File: src/rtl/core/spq_pkg.sv
// package of shared types and constants for the sorted priority queue
`timescale 1ns / 1ps

package spq_pkg;

    localparam int DATA_W       = 32;
    localparam int OCC_W        = 8;
    localparam int STATUS_W     = 2;
    localparam int CAPACITY_DEF = 128;

    // operation codes
    localparam logic OP_INSERT = 1'b0;
    localparam logic OP_REMOVE = 1'b1;

    // result status codes
    localparam logic [STATUS_W-1:0] ST_INSERTED = 2'd0;
    localparam logic [STATUS_W-1:0] ST_REMOVED  = 2'd1;
    localparam logic [STATUS_W-1:0] ST_EMPTY    = 2'd2;
    localparam logic [STATUS_W-1:0] ST_DROPPED  = 2'd3;

    // contents of one cell as seen by its neighbors
    typedef struct packed {
        logic                     vld;
        logic signed [DATA_W-1:0] value;
        logic signed [DATA_W-1:0] rank;
    } t_slot;

    // command broadcast to every cell
    typedef struct packed {
        logic ins;
        logic rem;
    } t_cmd;

endpackage

File: src/rtl/core/spq_cell.sv
// one storage cell of the sorted priority queue chain
`timescale 1ns / 1ps

module spq_cell #(
    parameter bit HEAD = 1'b0
) (
    input  logic                             i_clk,
    input  logic                             i_rst_n,
    input  spq_pkg::t_cmd                    i_cmd,
    input  logic signed [spq_pkg::DATA_W-1:0] i_new_value,
    input  logic signed [spq_pkg::DATA_W-1:0] i_new_rank,
    input  spq_pkg::t_slot                   i_prev_slot,
    input  logic                             i_prev_place,
    input  spq_pkg::t_slot                   i_next_slot,
    output spq_pkg::t_slot                   o_slot,
    output logic                             o_place
);

    logic                             r_vld;
    logic signed [spq_pkg::DATA_W-1:0] r_value;
    logic signed [spq_pkg::DATA_W-1:0] r_rank;
    logic                             n_vld;
    logic signed [spq_pkg::DATA_W-1:0] n_value;
    logic signed [spq_pkg::DATA_W-1:0] n_rank;
    logic                             w_ge;
    logic                             take_new;
    logic                             take_prev;

    // head cell keeps an entry of equal rank in front of the new one
    assign w_ge    = HEAD ? (r_rank > i_new_rank) : (r_rank >= i_new_rank);
    assign o_place = !r_vld || w_ge;

    assign take_new  = i_cmd.ins && o_place && !i_prev_place;
    assign take_prev = i_cmd.ins && o_place && i_prev_place;

    always_comb begin
        n_vld   = r_vld;
        n_value = r_value;
        n_rank  = r_rank;
        if (i_cmd.rem) begin
            n_vld   = i_next_slot.vld;
            n_value = i_next_slot.value;
            n_rank  = i_next_slot.rank;
        end else if (take_new) begin
            n_vld   = 1'b1;
            n_value = i_new_value;
            n_rank  = i_new_rank;
        end else if (take_prev) begin
            n_vld   = i_prev_slot.vld;
            n_value = i_prev_slot.value;
            n_rank  = i_prev_slot.rank;
        end
    end

    always_ff @(posedge i_clk) begin
        if (!i_rst_n) begin
            r_vld <= 1'b0;
        end else begin
            r_vld <= n_vld;
        end
    end

    always_ff @(posedge i_clk) begin
        r_value <= n_value;
        r_rank  <= n_rank;
    end

    assign o_slot = '{vld: r_vld, value: r_value, rank: r_rank};

endmodule

File: config.mk
export PLATFORM = sky130hd
export DESIGN_NAME = spq_cell
export DESIGN_NICKNAME = d
export VERILOG_FILES = /design/src/rtl/core/spq_pkg.sv /design/src/rtl/core/spq_cell.sv
export SDC_FILE = /design/constraint.sdc
export NUM_CORES = 1
export LEC_CHECK = 0
export BUFFER_PORTS_ARGS = -buffer_cell sky130_fd_sc_hd__buf_2
export CORE_ASPECT_RATIO = 1.1
export CORE_UTILIZATION = 25
export DETAILED_ROUTE_END_ITERATION = 7
export GPL_TIMING_DRIVEN = 0
export PLACE_DENSITY = 0.6
export SLEW_MARGIN = 20
export SYNTH_ARGS = -nofsm -noshare
export SYNTH_HDL_FRONTEND = slang
export SYNTH_SLANG_ARGS = --single-unit
File: constraint.sdc
create_clock -name i_clk -period 3.6 [get_ports i_clk]
set_input_delay 0.72 -clock i_clk [delete_from_list [all_inputs] [get_ports i_clk]]
set_output_delay 0.72 -clock i_clk [all_outputs]
set_load 0.03 [all_outputs]
==> Yosys cells after proc, flatten, opt, wreduce, memory -nomap -nowiden <==
Cells that the tools add are included.
{ "classes": {"n_mux": 9, "n_lt_le_gt_ge": 1, "n_reduce_logical": 7} }
{ "op_table": {"columns": ["op", "count"], "rows": [
  ["$mux 32", 6],
  ["$ge 32x32->1", 1],
  ["$logic_and 1x1->1", 3],
  ["$mux 1", 3],
  ["$reduce_bool 3->1", 1],
  ["$logic_not 1->1", 2],
  ["$logic_or 1x1->1", 1]
]} }
{ "totals": {"word_cells": 20, "inputBits": 199, "output_inout_bits": 66, "register_bits": 65} }

==> Depth between registers and ports, before layout <==
Gate-level depths: netlist of run 1.
{ "depth": {"word_depth": 7, "depth_mapped": 11} }

==> Worst setup path after synthesis of run 1 <==
OpenSTA, ideal clock, no wires.
{ "synth_timing": {"path_kind": "input to register", "start": "in i_new_rank[1] (netlist name)", "end": "reg r_rank[0] (netlist name), enable pin", "t_required_ps": 3179, "cell_stages": 9, "setup_slack_ps": -528, "arrival_time_ps": 3707, "path_cell_list": "inv_1 > ha_1 > nor2b_1 > o211ai_1 > a2111oi_1 > o41a_2 > nor3_1 > nand3b_1 > a21o_1"} }
{ "synth_via": {"elab_chain_len": 5, "word_cells_on_any_way": 6, "cone_classes": "order compare (1); reduce/logical (5)"} }
{ "synth_rtl": {"columns": ["element", "line", "source"], "rows": [
  ["from (decl)", "spq_cell.sv:11", "input logic signed [spq_pkg::DATA_W-1:0] i_new_rank,"],
  ["$ge 32x32->1 *", "spq_cell.sv:30", "assign w_ge = HEAD ? (r_rank > i_new_rank) : (r_rank >= i_new_rank);"],
  ["$logic_or 1x1->1 *", "spq_cell.sv:31", "assign o_place = !r_vld || w_ge;"],
  ["net o_place", "spq_cell.sv:16", "output logic o_place"],
  ["$logic_and 1x1->1 *", "spq_cell.sv:33, spq_cell.sv:34", null],
  ["$logic_and 1x1->1 (on tied branches)", "spq_cell.sv:33, spq_cell.sv:34", null],
  ["$reduce_bool 3->1 (no source line) *", null, null],
  ["to (signal assigned)", "spq_cell.sv:65", "r_rank <= n_rank;"],
  ["to (decl)", "spq_cell.sv:21", "logic signed [spq_pkg::DATA_W-1:0] r_rank;"]
]} }
Mark *: on every way through the listed nets, which the timed path passes. The rest lies on a longest branch.
A chain may end at the register's enable or synchronous reset.

==> Final worst setup path of run 1 <==
{ "layout_timing": {"start": "in i_new_rank[15] (netlist name)", "end": "out o_place"} }
{ "layout_via": {"elab_chain_len": 2} }
{ "layout_rtl": {"columns": ["element", "line"], "rows": [
  ["$ge 32x32->1", "spq_cell.sv:30"],
  ["$logic_or 1x1->1", "spq_cell.sv:31"],
  ["to (decl)", "spq_cell.sv:16"]
]} }
Every way passes these cells.

==> results.md, run 1 <==
- Total grt overflow: 0
- Post-synthesis sequential area ratio: between 40% and 50%
- Net count after synthesis: roughly 730
- Worst-margin pin slew: between 600 and 700 ps
- Routed vias: roughly 5000
- Worst setup EP type: output port
- Total Routing Usage GR: between 10% and 20%
- Layout overhead on the synthesized area: 43.9%
- Layout cells sized above 1: between 40% and 50%
- Commonest non-fill, non-tap cell in the layout: buf_2
- Async set-or-reset flop fraction in the synthesized netlist: 0%
- Tmin final: 3350 ps
- Final net count: 1001
- Arrival @ worst endpoint: 2630 ps
- Clock Latency Late Sink: 340 ps
- PnR worst setup slack: around 250 ps
- Dpl cell area: 6080 µm²
- Mux cell area share after synthesis: 0%
- Design area: 6370 µm²
- Clock buffer count from CTS: 9
- # Max-Cap Violations: 0
- Initial drt markers: roughly 240
- H-tree levels: 3
- Die height: 142 µm
- Adder-cell share of the synthesized area: about 9.0%
- DP HPWL: approximately 13 mm
- Initial DRT Pass Iterations: 5
- Synth Area in Compound Gates: approximately 22%
- Synth warn: 0
- Synth cell types: 41
- Vias in the first global route: between 4000 and 5000
- Synthesized area: ~4400 µm²
- Maximum root-to-sink buffer count: 2
- Worst vdd ir: 0.220 mV
- Crit-path most repeated cell: buf_2
- Die area: approximately 18000 µm²
- Hold crit path type: in -> reg
- Post-Syn Instances: roughly 500
- Routed Antenna Nets: 0
- Initial antenna violation count: 0
- CP required: between 2000 and 3000 ps
- Setup TNS: 0 ps
- First-pass GRT wire length: approximately 25 mm
- Syn avg cell area: around 9.0 µm²
- Drt drc: 0
- Worst Setup Slack post-DPL: between 100 and 150 ps
- Die width: about 130 µm
- PortBufs: about 260
- Final hold vios: 0
- Ports: about 270
- Post-synthesis simple-gate area fraction: ~17%
- Final setup vio count: 0
- Leakage: roughly 3.0 nW
- Initial core utilization: around a quarter
- Post-CTS Setup Bufs: 0
- Post_cts resized: 0
- Main combinational cell family by area after synthesis: compound AO/OA/AOI/OAI gates
- Max Clk Rate: about 300 MHz
- Final period util: between 90% and 100%
- Critical Path, Cell by Cell: buf_2, inv_1, ha_1, nand4_1, a2111oi_1, o41a_2, nor3_1, nand3b_1, buf_2
- Core area: approximately 17000 µm²
- Final Max Slew Viols: 0
- Most frequent cells in the layout: buf_2 (270), nand3_1 (68), nor2_1 (66)
- Clock sink count: 65
- Row count: 50
- Slowest stage delay, CP: 490 ps
- Hold_buf cts: 0
- Final Wtd Congestion: 0.833
- Status: completed
- Post-Synth XOR/XNOR Area: 0%
- CP max FO: 4
- WL final: approximately 17 mm
- Worst slew margin: 59.1%
- Critical Setup Path Class: in -> out
- Drt wl/cell: roughly 16 µm
- Post-synth EDFFs: 64
- # diodes: 0
- Root Driver: clkbuf_16
- Worst Skew: roughly 11 ps
- Power per cell area: about 430 nW/µm²
- FF+latch count, synth: 65
- RSZ-0062 raised after global routing: false
- Crit path launch type: primary input
- Largest net degree at the start of global routing: 43
- Post-synth top flop: edfxtp_1
- Clock slew at reported path FFs: about 60 ps
- TritonCTS clock tree: built
- Via-per-instance ratio: between 4 and 5
- Cell with the largest stage delay on the worst path: a2111oi_1
## metal layers
layer	GRT usage, %	wire length (µm)	vias to the layer above
met5	0	0	-
met4	4.89	208	0
met3	4.83	1250	16
met2	30.8	8040	219
met1	22.1	7040	2264
li1	-	-	2411
## cell type report
type / instances / area, µm²
Buffer: 42 / 236
Clock buffer: 9 / 225
Clock inverter: 7 / 70.1
Fill cell: 1814 / 10800
Inverter: 34 / 128
Multi-Input combinational cell: 353 / 2130
Sequential cell: 65 / 1940
Tap cell: 234 / 293
Timing Repair Buffer: 265 / 1350
## report_power, final
part           leakage [nW]  total [mW]  internal [mW]  switching, mW
sequential            0.647       0.991          0.952         0.0386
combinational          2.18       0.862          0.312          0.550
clock                 0.135       0.884          0.535          0.349
## sequential cells by signal, indices dropped and copies added, names as in the netlist
| signal | cells |
|---|---|
| r_vld | 1 |
| r_value | 32 |
| r_rank | 32 |
## synthesized netlist by cell type, types with 2 or more instances
| cell | number | area share, % |
|---|---|---|
| o211ai_1 | 2 | 0.34 |
| buf_4 | 10 | 1.7 |
| a21o_1 | 3 | 0.51 |
| nand3_1 | 68 | 7.7 |
| o21ai_0 | 52 | 5.9 |
| inv_1 | 34 | 2.9 |
| nand4_1 | 7 | 0.99 |
| buf_2 | 6 | 0.68 |
| clkbuf_1 | 14 | 1.2 |
| a31oi_1 | 64 | 9.0 |
| clkbuf_2 | 9 | 1.0 |
| nand2_1 | 6 | 0.51 |
| buf_6 | 3 | 0.76 |
| a21oi_1 | 13 | 1.5 |
| nand3b_1 | 2 | 0.34 |
| edfxtp_1 | 64 | 43 |
| ha_1 | 32 | 9.0 |
| o21ai_1 | 17 | 1.9 |
| nor2_1 | 66 | 5.6 |
## kinds of logic after synthesis
kind of cell / Yosys count
flip-flops: 65
AO/OA/AOI/OAI: 160
adder cells (fa/ha/maj): 32
buffers and inverters: 76
AND/OR/NAND/NOR: 161
## worst max-delay path, delay by kind of cell
family | cells | cell delay [ps]
compound gates | 2 | 730
simple gates | 3 | 480
buf+inv | 3 | 380
fa+ha+maj | 1 | 310
## through the flow
step | power [mW] | hold WS (ps) | utilization [%] | cells
3_3_place_gp | 1.86 | 816 | 35.1 | 992
3_5_place_dp | 1.87 | 829 | 35.3 | 993
6_report | 2.74 | 680 | 37.1 | 1009
2_1_floorplan | 1.54 | 656 | - | 494
5_1_grt | 2.89 | 676 | 37.1 | 1009
4_1_cts | 2.78 | 662 | 37.1 | 1009
## final timing paths
check	from	to	slack, ps	cells after the start
max reg2reg	r_rank[31]	r_value[15]	610	8
max	i_new_rank[15]	o_place	250	9
min	i_prev_place	r_vld	680	2
min reg2reg	r_vld	r_vld	840	3
(Power assumes the default switching activity.)
==> inputs of run 2 (changes only) <==
--- a/config.mk
+++ b/config.mk
@@ -6,11 +6,13 @@
 export NUM_CORES = 1
 export LEC_CHECK = 0
 export BUFFER_PORTS_ARGS = -buffer_cell sky130_fd_sc_hd__buf_2
+export CELL_PAD_IN_SITES_DETAIL_PLACEMENT = 2
+export CELL_PAD_IN_SITES_GLOBAL_PLACEMENT = 2
 export CORE_ASPECT_RATIO = 1.1
-export CORE_UTILIZATION = 25
+export CORE_UTILIZATION = 21
 export DETAILED_ROUTE_END_ITERATION = 7
 export GPL_TIMING_DRIVEN = 0
-export PLACE_DENSITY = 0.6
+export PLACE_DENSITY = 0.83
 export SLEW_MARGIN = 20
 export SYNTH_ARGS = -nofsm -noshare
 export SYNTH_HDL_FRONTEND = slang
==> run 2 against run 1 <==
  * Sequential cell count unchanged
  * Register-to-register slack improved by 20 ps
  * Clock skew decreased by 1.5 ps
  * Die area increased by 19%
  * Non-clock buffer count unchanged
  * First-iteration DRC count decreased by 32%
  * Worst setup slack got worse by 43 ps
  * Sequential power about the same
  * Total power increased by 1.5%
  * Combinational power increased by 2.8%
  * Critical path type unchanged
  * Highest routed layer unchanged
==> results.md, run 2 (same netlist as run 1, synthesis figures left out) <==
- Commonest non-fill, non-tap cell in the layout: buf_2 (unchanged)
- Area taken by multi-input logic gates: 2130 µm² (unchanged)
- Int Power: 1.80 mW (about the same)
- Initial drt markers: 160 (was 235)
- Clock network fraction of total power: 32.4% (was 32.3%)
- Initial antenna violation count: 1 (was 0)
- Worst-margin pin slew: 626 ps (was 613 ps)
- Clock buffer count from CTS: 9 (unchanged)
- Worst r2r path cells: 8 (unchanged)
- Tmin final: 3390 ps (was 3350 ps)
- Clock slew at reported path FFs: 60 ps (about the same)
- Sequential power share: 35.7% (was 36.2%)
- Met3 WL: 1.14 mm (was 1.25 mm)
- # diodes: 0 (unchanged)
- Slowest stage delay, CP: 420 ps (was 490 ps)
- CP required: 2880 ps (about the same)
- First-pass GRT wire length: 30.7 mm (was 24.5 mm)
- Initial DRT Pass Iterations: 4 (was 5)
- Clock sink count: 65 (unchanged)
- Initial core utilization: 21.5% (was 25.8%)
- Top sig layer: met4 (unchanged)
- Core area: 20600 µm² (was 17200 µm²)
- Die height: 154 µm (was 142 µm)
- Vias in the first global route: 5640 (was 4653)
- Placed cell count: 1015 (was 993)
- Via-per-instance ratio: 4.85 (was 4.87)
- Critical Setup Path Class: in -> out (unchanged)
- Comb pwr share: 31.9% (was 31.5%)
- Die width: 140 µm (was 129 µm)
- H-tree levels: 3 (unchanged)
- Layout cells sized above 1: 40.6% (was 40.9%)
- Status: completed (unchanged)
- Crit path to: o_place (unchanged)
- Final Non-Filler Cells: 1031 (was 1009)
- Arrival @ worst endpoint: 2670 ps (was 2630 ps)
- Cell with the largest stage delay on the worst path: ha_1 (was a2111oi_1)
- Worst Setup Slack post-DPL: 26.1 ps (was 122 ps)
- Worst setup EP type: output port (unchanged)
- Crit path launch type: primary input (unchanged)
- Post_cts resized: 0 (unchanged)
- Most frequent cells in the layout: buf_2 (270), nand3_1 (68), nor2_1 (66) (unchanged)
- WL final: 20.2 mm (was 16.5 mm)
- TritonCTS clock tree: built (unchanged)
- Net Switching: 0.981 mW (was 0.938 mW)
- DRT met1 WL: 8.35 mm (was 7.04 mm)
- PortBufs: 264 (unchanged)
- Final hold vios: 0 (unchanged)
- R2r endpoint: r_value[8] (was r_value[15])
- Maximum root-to-sink buffer count: 2 (unchanged)
- Routed vias: 5004 (was 4910)
- Biggest regs: r_rank: 32 flops, r_value: 32 flops, r_vld: 1 flops (unchanged)
- Final net count: 1001 (unchanged)
- Layout overhead on the synthesized area: 44.3% (was 43.9%)
- Final Max Slew Viols: 0 (unchanged)
- Total grt overflow: 0 (unchanged)
- Largest net degree at the start of global routing: 47 (was 43)
- Worst vdd ir: 0.236 mV (was 0.220 mV)
- Post-CTS Setup Bufs: 0 (unchanged)
- Met2 wire length: 10.4 mm (was 8.04 mm)
- Root Driver: clkbuf_16 (unchanged)
- Worst Skew: 9.44 ps (was 11.0 ps)
- DP HPWL: 16.0 mm (was 12.9 mm)
- Power per cell area: 434 nW/µm² (was 429 nW/µm²)
- Max Clk Rate: 295 MHz (was 299 MHz)
- RSZ-0062 raised after global routing: false (unchanged)
- Register-to-register setup slack: 630 ps (was 610 ps)
- Worst slew margin: 58.3% (was 59.1%)
- Hold depth: 2 (unchanged)
- Critical Path, Cell by Cell: buf_2, inv_1, ha_1, nand4_2, nor2_1, a221oi_2, nand2_1, o21ai_0, nand3b_1, buf_2 (was buf_2, inv_1, ha_1, nand4_1, a2111oi_1, o41a_2, nor3_1, nand3b_1, buf_2)
- CP Launch Point: i_new_rank[31] (was i_new_rank[15])
- Die area: 21700 µm² (was 18300 µm²)
- Sw frac: 35.3% (was 34.3%)
- Final setup vio count: 0 (unchanged)
- Crit-path most repeated cell: buf_2 (unchanged)
- Hold_buf cts: 0 (unchanged)
- Final period util: 94.3% (was 93.1%)
- FF/Latch Area: 1940 µm² (unchanged)
- Ports: 265 (unchanged)
- CP max FO: 8 (was 4)
- Hold crit path type: in -> reg (unchanged)
- Total Routing Usage GR: 18.7% (was 18.0%)
- FILL cells: 2440 (was 1814)
- Final Wtd Congestion: 0.801 (was 0.833)
- PnR worst setup slack: 207 ps (was 250 ps)
- Clock Latency Late Sink: 340 ps (about the same)
- Routed Antenna Nets: 0 (unchanged)
- Reg2reg start: r_rank[31] (unchanged)
- Drt wl/cell: 19.6 µm (was 16.4 µm)
- # Max-Cap Violations: 0 (unchanged)
- Leakage: 2.96 nW (about the same)
- Row count: 55 (was 50)
- Drt drc: 0 (unchanged)
[run 2: cell types whose count changed in the layout (fill, tap and decap cells not counted)]
cell / previous run / this run
clkinvlp_4: 3 / 2
clkinv_1: 1 / 3
inv_6: 1 / 0
[run 2: cell type report]
| cell class | instances | area share (%) |
|---|---|---|
| Buffer | 42 | 3.70 |
| Clock buffer | 9 | 3.52 |
| Clock inverter | 7 | 0.959 |
| Inverter | 34 | 2.00 |
| Multi-Input combinational cell | 353 | 33.3 |
| Sequential cell | 65 | 30.4 |
| Tap cell | 256 | 5.01 |
| Timing Repair Buffer | 265 | 21.1 |
[run 2: power groups by stage]
stage               clock [mW]  combinational, mW  sequential [mW]
floorplan                    0              0.350             1.19
global placement             0              0.867             1.01
detailed placement           0              0.900             1.01
CTS                      0.925              0.903            0.994
global route             0.949              0.970             1.00
finish                   0.900              0.886            0.991
[run 2: stage by stage]
stage          area, µm²  utilization, %  setup TNS [ps]  hold WS (ps)  power [mW]
2_1_floorplan       4430               -               0           656        1.54
3_3_place_gp        6070            29.4          -35440           799        1.87
3_5_place_dp        6110            29.6               0           823        1.91
4_1_cts             6390            31.0               0           664        2.82
5_1_grt             6390            31.0               0           690        2.92
6_report            6390            31.0               0           676        2.78
[run 2: worst max-delay path: cells and delay by family]
| family | cells | cell delay, ps |
|---|---|---|
| AND/OR/NAND/NOR | 4 | 590 |
| AO/OA/AOI/OAI | 2 | 570 |
| adder cells (fa/ha/maj) | 1 | 420 |
| buffers and inverters | 3 | 370 |
[run 2: worst min-delay path by stage]
stage | endpoint | startpoint | slack [ps]
finish | r_vld | i_prev_place | 680
global route | r_vld | i_prev_place | 690
CTS | r_vld | i_prev_place | 660
detailed placement | r_vld | r_vld | 820
global placement | r_vld | r_vld | 800
floorplan | r_vld | r_vld | 660
[run 2: layer usage]
metal	vias up	GRT usage (%)
met3	21	4.09
met2	183	34.7
li1	2407	-
met5	-	0
met1	2393	21.2
met4	0	6.31
==> inputs of run 3 (changes only) <==
--- a/config.mk
+++ b/config.mk
@@ -5,6 +5,7 @@
 export SDC_FILE = /design/constraint.sdc
 export NUM_CORES = 1
 export LEC_CHECK = 0
+export ABC_AREA = 1
 export BUFFER_PORTS_ARGS = -buffer_cell sky130_fd_sc_hd__buf_2
 export CELL_PAD_IN_SITES_DETAIL_PLACEMENT = 2
 export CELL_PAD_IN_SITES_GLOBAL_PLACEMENT = 2
@@ -12,7 +13,7 @@
 export CORE_UTILIZATION = 21
 export DETAILED_ROUTE_END_ITERATION = 7
 export GPL_TIMING_DRIVEN = 0
-export PLACE_DENSITY = 0.83
+export PLACE_DENSITY = 0.85
 export SLEW_MARGIN = 20
 export SYNTH_ARGS = -nofsm -noshare
 export SYNTH_HDL_FRONTEND = slang
==> run 3 against run 2 <==
  * Final cell count grew 23%
  * Count of clock-buffer cells in the layout grew 2
  * Sequential power shrank 1%
  * Largest cell class unchanged
==> results.md, run 3 <==
- Core area: 22900 µm² (was 20600 µm²)
- Setup TNS: 0 ps (unchanged)
- FF+latch count, synth: 65 (unchanged)
- Most frequent cells in the layout: buf_2 (267), nand2_1 (231), inv_1 (141) (was buf_2 (270), nand3_1 (68), nor2_1 (66))
- Total grt overflow: 0 (unchanged)
- Final period util: 93.7% (was 94.3%)
- First-pass GRT wire length: 32.9 mm (was 30.7 mm)
- Die height: 162 µm (was 154 µm)
- Crit path launch type: primary input (unchanged)
- Worst slew margin: 48.8% (was 58.3%)
- Register-to-register setup slack: 400 ps (was 630 ps)
- WL final: 21.6 mm (was 20.2 mm)
- Post-Syn Instances: 683 (was 494)
- Synth cell types: 22 (was 41)
- CP required: 2880 ps (about the same)
- Drt drc: 0 (unchanged)
- Initial drt markers: 222 (was 160)
- Routed vias: 5688 (was 5004)
- Reg2reg start: r_rank[11] (was r_rank[31])
- Root Driver: clkbuf_16 (unchanged)
- Clock slew at reported path FFs: 50 ps (was 60 ps)
- Worst r2r path cells: 13 (was 8)
- Clock buffer count from CTS: 9 (unchanged)
- Final setup vio count: 0 (unchanged)
- Synthesized area: 4910 µm² (was 4430 µm²)
- Net count after synthesis: 914 (was 725)
- FILL cells: 2842 (was 2440)
- Tightest hold margin: 606 ps (was 676 ps)
- Layout cells sized above 1: 30.6% (was 40.6%)
- Critical Setup Path Class: in -> out (unchanged)
- Drt wl/cell: 17.1 µm (was 19.6 µm)
- Post-CTS Setup Bufs: 0 (unchanged)
- Initial antenna violation count: 6 (was 1)
- Post_cts resized: 0 (unchanged)
- Initial DRT Pass Iterations: 4 (unchanged)
- Max Clk Rate: 296 MHz (was 295 MHz)
- Total Routing Usage GR: 18.0% (was 18.7%)
- RSZ-0062 raised after global routing: false (unchanged)
- Worst Skew: 7.83 ps (was 9.44 ps)
- Syn avg cell area: 7.19 µm² (was 8.97 µm²)
- H-tree levels: 3 (unchanged)
- Arrival @ worst endpoint: 2650 ps (was 2670 ps)
- Hold_buf cts: 0 (unchanged)
- Final Max Slew Viols: 0 (unchanged)
- Largest net degree at the start of global routing: 34 (was 47)
- Final Wtd Congestion: 0.770 (was 0.801)
- DP HPWL: 17.2 mm (was 16.0 mm)
- Die width: 148 µm (was 140 µm)
- Power per cell area: 385 nW/µm² (was 434 nW/µm²)
- CP max FO: 10 (was 8)
- # Max-Cap Violations: 0 (unchanged)
- Hold crit path type: reg -> reg (was in -> reg)
- Biggest regs: r_rank: 32 flops, r_value: 32 flops, r_vld: 1 flops (unchanged)
- Initial core utilization: 21.4% (was 21.5%)
- TritonCTS clock tree: built (unchanged)
- Row count: 58 (was 55)
- Top cells by area, synth: edfxtp_1 (39%), nand2_1 (18%), inv_1 (11%) (was edfxtp_1 (43%), a31oi_1 (9.0%), ha_1 (9.0%))
- Worst-margin pin slew: 767 ps (was 626 ps)
- Worst vdd ir: 0.176 mV (was 0.236 mV)
- Leakage: 3.94 nW (was 2.96 nW)
- Routed Antenna Nets: 0 (unchanged)
- Clock Latency Late Sink: 340 ps (about the same)
- Maximum root-to-sink buffer count: 2 (unchanged)
- Via-per-instance ratio: 4.49 (was 4.85)
- Design area: 6900 µm² (was 6390 µm²)
- Worst setup EP type: output port (unchanged)
- FF/Latch Area: 1940 µm² (unchanged)
- Hold depth: 4 (was 2)
- Synth area leader: edfxtp_1 (unchanged)
- Async set-or-reset flop fraction in the synthesized netlist: 0% (unchanged)
- Final hold vios: 0 (unchanged)
- Most frequent cell after synthesis: nand2_1 (was nand3_1)
- Post-synth EDFFs: 64 (unchanged)
- Ports: 265 (unchanged)
- Dpl cell area: 6630 µm² (was 6110 µm²)
- Post-synthesis sequential area ratio: 39.6% (was 43.8%)
- Area taken by multi-input logic gates: 2220 µm² (was 2130 µm²)
- Die area: 24000 µm² (was 21700 µm²)
- Layout overhead on the synthesized area: 40.5% (was 44.3%)
- Clock sink count: 65 (unchanged)
- Commonest non-fill, non-tap cell in the layout: buf_2 (unchanged)
- Top cell type's share of synthesized area: 39.1% (was 43.4%)
- Post-synth top flop: edfxtp_1 (unchanged)
- Synth top cells by count: nand2_1 (232), inv_1 (141), nand3_1 (69), nand4_1 (66), edfxtp_1 (64) (was nand3_1 (68), nor2_1 (66), a31oi_1 (64), edfxtp_1 (64), o21ai_0 (52))
- Status: completed (unchanged)
- Synth warn: 0 (unchanged)
- Final net count: 1190 (was 1001)
- Hold Path Sink: r_vld (unchanged)
- R2r endpoint: r_value[29] (was r_value[8])
- Vias in the first global route: 6231 (was 5640)
- Hold path start: r_vld (was i_prev_place)
- Tmin final: 3370 ps (was 3390 ps)
- PortBufs: 264 (unchanged)
-- run 3: cell types whose count changed after synthesis, sizes merged, moves of 3 or more --
cell / change
nor2: -57
o21a: +3
o21ai: -67
nand2: +226
clkbuf: +3
a31oi: -63
nand4: +58
inv: +108
-- run 3: worst max-delay path, cell delays in order --
cell	delay [ps]
buf_2	90
inv_1	50
ha_1	320
nand4_1	100
nor3_1	350
nand2_1	100
nand2_1	100
nand2_1	90
nand2_1	70
nand2_1	60
nand3_2	120
buf_2	250
buf_2	240
-- run 3: logic make-up (layout without fill, tap and decap cells) --
group,count (synthesis),after routing,share of synthesized area [%]
AOI/OAI and AO/OA,21,21,2.37
adders and majority gates,32,32,8.15
buffers and inverters,185,466,15.4
DFF,65,65,39.6
other,0,4,0
and+or+nand+nor,380,380,34.5
-- run 3: cell type report --
| type | instances | share of cell area [%] |
|---|---|---|
| Antenna cell | 4 | 0.145 |
| Buffer | 43 | 3.26 |
| Clock buffer | 11 | 3.37 |
| Clock inverter | 5 | 0.326 |
| Inverter | 142 | 7.73 |
| Multi-Input combinational cell | 433 | 32.1 |
| Sequential cell | 65 | 28.1 |
| Tap cell | 300 | 5.44 |
| Timing Repair Buffer | 265 | 19.4 |
-- run 3: where the power goes --
group / internal (mW) / switching [mW] / total [mW] / leakage [nW]
registers: 0.943 / 0.0371 / 0.980 / 0.665
logic: 0.291 / 0.574 / 0.865 / 3.15
clock network: 0.459 / 0.354 / 0.813 / 0.128
-- run 3: metrics by stage --
step | utilization, % | power, mW | worst slack (ps) | instances
4_1_cts | 30.0 | 2.70 | 161 | 1264
3_5_place_dp | 28.9 | 1.87 | -127 | 1248
5_1_grt | 30.1 | 2.82 | 30.0 | 1267
2_1_floorplan | - | 1.52 | 453 | 683
6_report | 30.1 | 2.66 | 226 | 1268
3_3_place_gp | 28.8 | 1.84 | -730 | 1247
-- run 3: metal layers --
layer / routed length, µm / track usage, % / up-vias
li1: - / - / 2757
met1: 8550 / 19.8 / 2688
met2: 11200 / 33.5 / 198
met3: 1320 / 4.51 / 39
met4: 475 / 6.14 / 6
met5: 35 / 0 / -
-- run 3: worst max path at each step --
stage | endpoint | startpoint | cells after the start | slack, ps
floorplan | r_rank[0] | i_new_rank[31] | 13 | 450
global placement | r_value[26] | i_new_rank[11] | 14 | -730
detailed placement | r_value[26] | i_new_rank[15] | 15 | -130
CTS | o_place | i_new_rank[15] | 13 | 160
global route | o_place | i_new_rank[15] | 13 | 30
finish | o_place | i_new_rank[11] | 13 | 230
